`config.mk`:
```
export PLATFORM = sky130hd
export DESIGN_NAME = ssc_ctrl
export DESIGN_NICKNAME = d
export VERILOG_FILES = /design/src/rtl/ssc_pkg.sv /design/src/rtl/ssc_ctrl.sv
export SDC_FILE = /design/constraint.sdc
export NUM_CORES = 1
export LEC_CHECK = 0
export BUFFER_PORTS_ARGS = -buffer_cell sky130_fd_sc_hd__buf_4
export CAP_MARGIN = 20
export CORE_ASPECT_RATIO = 1.1
export CORE_MARGIN = 3
export CORE_UTILIZATION = 48
export DETAILED_ROUTE_END_ITERATION = 12
export PLACE_DENSITY = 0.76
export SLEW_MARGIN = 25
export SYNTH_ARGS = -nofsm -noshare
export SYNTH_HDL_FRONTEND = slang
export SYNTH_SLANG_ARGS = --single-unit
export TNS_END_PERCENT = 5
```
`constraint.sdc`:
```
create_clock -name clk_i -period 1.9 [get_ports clk_i]
set_input_delay 0.38 -clock clk_i [delete_from_list [all_inputs] [get_ports clk_i]]
set_output_delay 0.38 -clock clk_i [all_outputs]
set_load 0.05 [all_outputs]
```
`src/rtl/ssc_pkg.sv`:
```
`default_nettype none

package ssc_pkg;

  // Table size and the widths that follow from it.
  localparam int unsigned MaxN  = 4096;
  localparam int unsigned IdxW  = $clog2(MaxN);
  localparam int unsigned SizeW = 12;
  localparam int unsigned ValW  = 30;
  localparam int unsigned MulW  = ValW + 2;

  // Prime modulus, Fermat exponent and Barrett constant floor(2^(2*ValW) / P).
  localparam logic [ValW-1:0] ModP      = 30'd998244353;
  localparam logic [ValW-1:0] FermatExp = ModP - 30'd2;
  localparam logic [63:0]     BarrettMu = (64'd1 << (2 * ValW)) / 64'(ModP);

  // Operand selection of the shared modular multiplier.
  typedef enum logic [2:0] {
    MUL_FACT = 3'd0,
    MUL_ACC  = 3'd1,
    MUL_SQ   = 3'd2,
    MUL_BIN1 = 3'd3,
    MUL_BIN2 = 3'd4,
    MUL_TERM = 3'd5
  } mul_op_e;

  // Commands from the controller to the datapath.
  typedef struct packed {
    logic    init_tab;
    logic    load_item;
    logic    fm_read;
    logic    fm_load;
    logic    term_read;
    logic    inv_read_mi;
    logic    mul_start;
    mul_op_e mul_op;
    logic    inv_write;
    logic    next_term;
    logic    out_load;
  } cmd_t;

  // Status from the datapath to the controller.
  typedef struct packed {
    logic mul_done;
    logic exp_zero;
    logic exp_bit0;
    logic last_k;
    logic last_i;
    logic out_free;
  } stat_t;

endpackage

`default_nettype wire

```
`src/rtl/ssc_ctrl.sv`:
```
`default_nettype none

module ssc_ctrl (
  input  logic           clk_i,
  input  logic           rst_ni,
  input  logic           in_valid_i,
  output logic           in_stall_o,
  input  ssc_pkg::stat_t stat_i,
  output ssc_pkg::cmd_t  cmd_o
);

  import ssc_pkg::*;

  typedef enum logic [14:0] {
    ST_INIT     = 15'h0001,
    ST_FACT     = 15'h0002,
    ST_POW_CHK  = 15'h0004,
    ST_POW_ACC  = 15'h0008,
    ST_POW_SQ   = 15'h0010,
    ST_INV_WR   = 15'h0020,
    ST_IDLE     = 15'h0040,
    ST_FM_RD    = 15'h0080,
    ST_FM_LD    = 15'h0100,
    ST_TERM_RD  = 15'h0200,
    ST_TERM_RD2 = 15'h0400,
    ST_BIN1     = 15'h0800,
    ST_BIN2     = 15'h1000,
    ST_TERM     = 15'h2000,
    ST_DONE     = 15'h4000
  } state_e;

  state_e state_q, state_d;
  logic   issued_q, issued_d;
  logic   ready_q, ready_d;
  logic   mul_busy;

  // Next state and commands. A multiplying state starts the unit once and
  // waits for its completion.
  always_comb begin
    state_d  = state_q;
    ready_d  = ready_q;
    cmd_o    = '0;
    mul_busy = 1'b0;
    case (state_q)
      ST_INIT: begin
        cmd_o.init_tab = 1'b1;
        state_d        = ST_FACT;
      end
      ST_FACT: begin
        mul_busy     = 1'b1;
        cmd_o.mul_op = MUL_FACT;
        if (stat_i.mul_done) state_d = ST_POW_CHK;
      end
      ST_POW_CHK: begin
        if (stat_i.exp_zero) begin
          state_d = ready_q ? ST_TERM : ST_INV_WR;
        end else if (stat_i.exp_bit0) begin
          state_d = ST_POW_ACC;
        end else begin
          state_d = ST_POW_SQ;
        end
      end
      ST_POW_ACC: begin
        mul_busy     = 1'b1;
        cmd_o.mul_op = MUL_ACC;
        if (stat_i.mul_done) state_d = ST_POW_SQ;
      end
      ST_POW_SQ: begin
        mul_busy     = 1'b1;
        cmd_o.mul_op = MUL_SQ;
        if (stat_i.mul_done) state_d = ST_POW_CHK;
      end
      ST_INV_WR: begin
        cmd_o.inv_write = 1'b1;
        if (stat_i.last_k) begin
          ready_d = 1'b1;
          state_d = ST_IDLE;
        end else begin
          state_d = ST_FACT;
        end
      end
      ST_IDLE: begin
        if (in_valid_i) begin
          cmd_o.load_item = 1'b1;
          state_d         = ST_FM_RD;
        end
      end
      ST_FM_RD: begin
        cmd_o.fm_read = 1'b1;
        state_d       = ST_FM_LD;
      end
      ST_FM_LD: begin
        cmd_o.fm_load = 1'b1;
        state_d       = ST_TERM_RD;
      end
      ST_TERM_RD: begin
        cmd_o.term_read = 1'b1;
        state_d         = ST_TERM_RD2;
      end
      ST_TERM_RD2: begin
        cmd_o.inv_read_mi = 1'b1;
        state_d           = ST_BIN1;
      end
      ST_BIN1: begin
        mul_busy     = 1'b1;
        cmd_o.mul_op = MUL_BIN1;
        if (stat_i.mul_done) state_d = ST_BIN2;
      end
      ST_BIN2: begin
        mul_busy     = 1'b1;
        cmd_o.mul_op = MUL_BIN2;
        if (stat_i.mul_done) state_d = ST_POW_CHK;
      end
      ST_TERM: begin
        mul_busy     = 1'b1;
        cmd_o.mul_op = MUL_TERM;
        if (stat_i.mul_done) begin
          if (stat_i.last_i) begin
            state_d = ST_DONE;
          end else begin
            cmd_o.next_term = 1'b1;
            state_d         = ST_TERM_RD;
          end
        end
      end
      ST_DONE: begin
        if (stat_i.out_free) begin
          cmd_o.out_load = 1'b1;
          state_d        = ST_IDLE;
        end
      end
      default: state_d = ST_INIT;
    endcase
    cmd_o.mul_start = mul_busy && !issued_q;
    issued_d        = mul_busy && !stat_i.mul_done;
  end

  always_ff @(posedge clk_i or negedge rst_ni) begin
    if (!rst_ni) begin
      state_q  <= ST_INIT;
      issued_q <= 1'b0;
      ready_q  <= 1'b0;
    end else begin
      state_q  <= state_d;
      issued_q <= issued_d;
      ready_q  <= ready_d;
    end
  end

  assign in_stall_o = (state_q != ST_IDLE);

`ifndef SYNTHESIS
  assert property (@(posedge clk_i) disable iff (!rst_ni) !in_stall_o |-> ready_q)
    else $error("Item accepted before the tables were filled.");
  assert property (@(posedge clk_i) disable iff (!rst_ni) stat_i.mul_done |-> issued_q)
    else $error("Multiplier completion without an outstanding request.");
  assert property (@(posedge clk_i) disable iff (!rst_ni) cmd_o.mul_start |=> !cmd_o.mul_start)
    else $error("Multiplier started in two consecutive cycles.");
`endif

endmodule

`default_nettype wire

```
=== Yosys cells after proc, flatten, opt, wreduce, memory -nomap -nowiden ===
Index checks and enable logic that the tools add are counted.

* Register bits: 17
* Logic and storage cells: 60
* Output and inout bits: 14
* Bits of input ports: 9

* Equality and inequality tests: 22
* Reductions and logical operators: 8
* Mux-type cells: 27

{| class="wikitable"
|+ Operators with widths
! operator !! count
|-
| one-hot mux 15 bit (13 select lines) || 1
|-
| 2-to-1 mux 15 bit || 7
|-
| 2-to-1 mux 14 bit || 2
|-
| equality test 15 x 1 -> 1 bit, second input constant || 1
|-
| equality test 15 x 10 -> 1 bit, second input constant || 1
|-
| equality test 15 x 11 -> 1 bit, second input constant || 1
|-
| equality test 15 x 12 -> 1 bit, second input constant || 1
|-
| equality test 15 x 13 -> 1 bit, second input constant || 1
|-
| equality test 15 x 14 -> 1 bit, second input constant || 1
|-
| equality test 15 bit, second input constant || 1
|-
| equality test 15 x 2 -> 1 bit, second input constant || 1
|-
| equality test 15 x 3 -> 1 bit, second input constant || 1
|-
| equality test 15 x 4 -> 1 bit, second input constant || 1
|-
| equality test 15 x 5 -> 1 bit, second input constant || 1
|-
| equality test 15 x 6 -> 1 bit, second input constant || 1
|-
| equality test 15 x 7 -> 1 bit, second input constant || 1
|-
| equality test 15 x 8 -> 1 bit, second input constant || 1
|-
| equality test 15 x 9 -> 1 bit, second input constant || 1
|-
| != test 15 x 7 -> 1 bit, second input constant || 1
|-
| one-hot mux 3 bit (5 select lines) || 1
|-
| 2-to-1 mux 1 bit || 14
|-
| != test 2 bit, second input constant || 5
|-
| 2-to-1 mux 7 bit || 1
|-
| AND reduction 6 bit || 1
|-
| 7 further kinds || 9
|}

=== Logic depth before layout (Yosys ltp) ===
* Depth in word-level cells: 4
* Depth in mapped cells: 7
* Gate-level depth less buffers: 6

=== Worst setup path after synthesis ===
No wires, ideal clock.

* Path kind: reg2out
* Start point: register state_q[9]
* End point: output cmd_o[5] in the netlist's numbering
* Stages on the path, launching flop included: 5
* Slack: -0.931 ns
* Arrival: 2.451 ns
* Cell sequence: dfrtp_1 > buf_6 > nor4_4 > nand2_1 > nor4_1

{| class="wikitable"
|+ RTL lines
! item !! line !! text
|-
| from (decl) || ssc_ctrl.sv:32 || <nowiki>state_e state_q, state_d;</nowiki>
|-
| from (signal assigned) || ssc_ctrl.sv:144 || <nowiki>state_q <= state_d;</nowiki>
|-
| to (decl) || ssc_ctrl.sv:9 || <nowiki>output ssc_pkg::cmd_t cmd_o</nowiki>
|}

==> flow_summary_export.csv <==
group,metric,value,unit
status,status,"finished, violations left",
status,violations,"negative setup slack",
final_layout,antenna_cells,0,
place,place_inst,200,
sta,slew-limit-headroom,74.6,%
final_layout,nNetsFinal,196,
route,wl_per_cell,18.7,um
pwr,power_frac_clock,13.4,%
worst_setup_path,max_stage_delay,430,ps
logic_synthesis,syn_area_per_cell,9.39,um^2
logic_synthesis,synthTopCellsByArea,"dfrtp_1 35%, nor2_1 6.2%, nor4_4 3.7%, nor3_1 3.1%, nand2_1 2.9%",
sta,skew,12.4,ps
pwr,power_frac_seq,31.1,%
clocking,cts_buffers,3,
place,portBuffers,22,
final_layout,final_cells,214,
route,avgViaCountPerCell,5.79,
sta,worst_pin_slew,378,ps
floorplan,num_rows,17,
sta,fin_crit,2490,ps
worst_setup_path,r2r-start,"state_q[6]",
sta,rsz0062_at_grt,"true",
clocking,clk_pin_slew,120,ps
worst_setup_path,r2r_cells,15,
clocking,clk_path_buf_depth,2,
flow_run,maxCapViolCount,0,
logic_synthesis,syn_area,1150,um^2
clocking,cts_tree,"built",
final_layout,area_growth,63.1,%
sta,setup_viol,20,
worst_setup_path,required,1520,ps
floorplan,initial_core_util,53.9,%
worst_setup_path,r2r_slack,-380,ps
logic_synthesis,ys_types,46,
worst_setup_path,reg2reg_to,"state_q[9]",
grt,gr-total-overflow,0,
worst_setup_path,crit_chain,"nor4_2 > buf_4 > buf_6 > nand4_1 > o21ai_4 > nor2b_4 > nor2_4 > buf_6",
logic_synthesis,synth-edff-count,0,
floorplan,die_w,52.6,um
sta,fin_tns_setup,-6690,ps
pwr,p_int,0.868,mW
worst_setup_path,critPathLaunchType,"register",
logic_synthesis,yosys_register_bits,17,
route,vias,1240,
logic_synthesis,syn_nets,131,
pwr,ir_worst_vdd,946,uV
clocking,clock-sinks,17,
logic_synthesis,syn_inst,122,
place,hpwl,2650,um
pwr,swShare,42.1,%
route,drt_wl_total,4000,um
sta,hold_viol,0,
min_path,hold_class,"input port to register",
min_path,hold_depth,2,
worst_setup_path,cp_common_cell,"buf_6",
route,ant_nets,0,
logic_synthesis,yosysWarnings,0,
grt,grt.total_usage,27.3,%
grt,grt_pass1_wl,6020,um
sta,fmax,401,MHz
pwr,powerDensity,801,nW/um^2
pwr,combPwrFrac,55.5,%
min_path,min_from,"stat_i[0]",
logic_synthesis,synthFlopType,"dfrtp_1",
worst_setup_path,worst-setup-path-type,"register to output port",
grt,grt_max_degree,18,
floorplan,design.core.area,2130,um^2
worst_setup_path,cpMaxStageDelayCell,"dfrtp_1",
sta,period_share,131,%
sta,slew_viol_final,0,
floorplan,pin_count,23,
logic_synthesis,async_reset_ff_share,100,%
final_layout,fin_util,87.9,%
pwr,power,1.50,mW
final_layout,drive_gt1_share,55.4,%
route,dr.first_iter.drc_count,41,
clocking,h-tree-depth,1,
logic_synthesis,synth_area_leader_cell,"dfrtp_1",
pwr,cellLeakagePower,0.916,nW
route,drc,0,
clocking,root_buffer,"clkbuf_4",
worst_setup_path,worst-path-max-fanout,5,
logic_synthesis,seq_area_frac_synth,37.2,%
grt,grt_pass1_vias,1288,
pwr,p_switching,0.630,mW
sta,timing.final.ws_setup,-592,ps
floorplan,dieArea,3010,um^2
worst_setup_path,cp.arrival,2110,ps
clocking,clk_latency,290,ps
logic_synthesis,synth_top_area_share,34.9,%
route,firstDrtPassIters,4,
min_path,hold_path_end,"state_q[14]",
grt,grt_antenna_before_repair,0,
floorplan,chipHeight,57.3,um
worst_setup_path,crit_path_end_kind,"output port",
place,place_congestion,0.873,
-- worst max-delay path by stage --
stage / start / end / slack (ps)
after floorplan: state_q[8] / cmd_o[11] / -260
after global placement: state_q[5] / cmd_o[9] / -170
after detailed placement: state_q[5] / cmd_o[9] / -220
after CTS: state_q[5] / cmd_o[1] / -460
after global routing: state_q[6] / cmd_o[6] / -650
final: state_q[6] / cmd_o[6] / -590
-- cell families after synthesis --
family | count (synthesis) | synth area share, %
AOI/OAI and AO/OA | 16 | 11.6
xor gates and xnor gates | 5 | 3.82
and+or+nand+nor | 73 | 41.4
DFF | 17 | 37.2
buffers and inverters | 10 | 4.69
muxes | 1 | 1.31
-- worst max-delay path: cells and delay by family (launching register included) --
kind	cells	cell delay, ps
simple gates	4	780
buf+inv	3	430
flops	1	430
compound gates	1	180
-- power by group through the flow --
stage / sequential, mW / clock [mW] / combinational [mW]
after global placement: 0.464 / 0 / 0.676
after global routing: 0.469 / 0.215 / 0.871
final: 0.466 / 0.201 / 0.831
after detailed placement: 0.464 / 0 / 0.702
after floorplan: 0.465 / 0 / 0.429
after CTS: 0.458 / 0.199 / 0.757
-- state kept, by name, indices dropped and copies added (netlist names) --
name and flops:
state_q 15, issued_q 1, ready_q 1
-- per-layer routing --
metal,part of all wire [%],GRT usage (%),vias to the layer above
met5,0,0,-
met4,5.2,14.2,0
met3,5.3,4.96,20
met2,50,47.9,61
met1,39,30.5,586
li1,-,-,573
-- repair_timing --
action,CTS,global route
setup buffers,10,0
pin swaps,8,11
hold buffers,1,0
gates resized for setup,19,17
cloned,0,0
setup endpoints to repair,16,22
hold endpoints to repair,16,0
-- synth_stat cells (2+ instances only) --
library cell  number
a21o_1             2
and3_1             2
and2_2             2
nor4_1             4
nor4_4             2
nand2_1            9
nor3_1             7
nand2b_1           3
nand3_1            3
dfrtp_1           16
xnor2_1            3
buf_4              2
inv_1              6
a21oi_1            2
nor2_1            19
nor3b_1            2
and4bb_2           2
xor2_1             2
o21ai_0            2
nand4_1            5
nand3b_1           2
-- metrics by stage --
step	setup slack (ps)	cell area (um^2)	hold WS, ps
floorplan	-263	1200	84.4
global placement	-172	1610	250
detailed placement	-216	1610	255
CTS	-456	1810	255
global route	-653	1870	259
finish	-592	1870	256
-- cell type report --
type	instances	area [um^2]
sequential	17	429
timing repair buffer	64	569
clock inverter	1	5.00
clock buffer	3	22.5
fill	110	258
tap	28	35.0
inverter	6	22.5
multi-input combinational	95	786
-- cell usage in the layout, fill, tap and decap left out, types with 2 or more instances in the layout --
cell type,n
xor2_1,2
a21oi_1,2
and4bb_2,3
nor2_1,13
nor2_2,3
buf_8,2
nor3b_1,2
o21ai_4,2
nand4_1,5
nor4_1,2
nand2_1,8
dfrtp_1,14
nor3_1,3
o21ai_0,2
clkbuf_4,3
and2_4,2
nand3b_1,2
nand3_1,2
a21o_1,2
dfrtp_2,2
nand2b_1,3
nor4_4,3
buf_6,19
nor3_2,4
nor2_4,3
xnor2_1,3
inv_1,6
buf_4,42
Note: power is estimated with default switching activity, not from simulation.
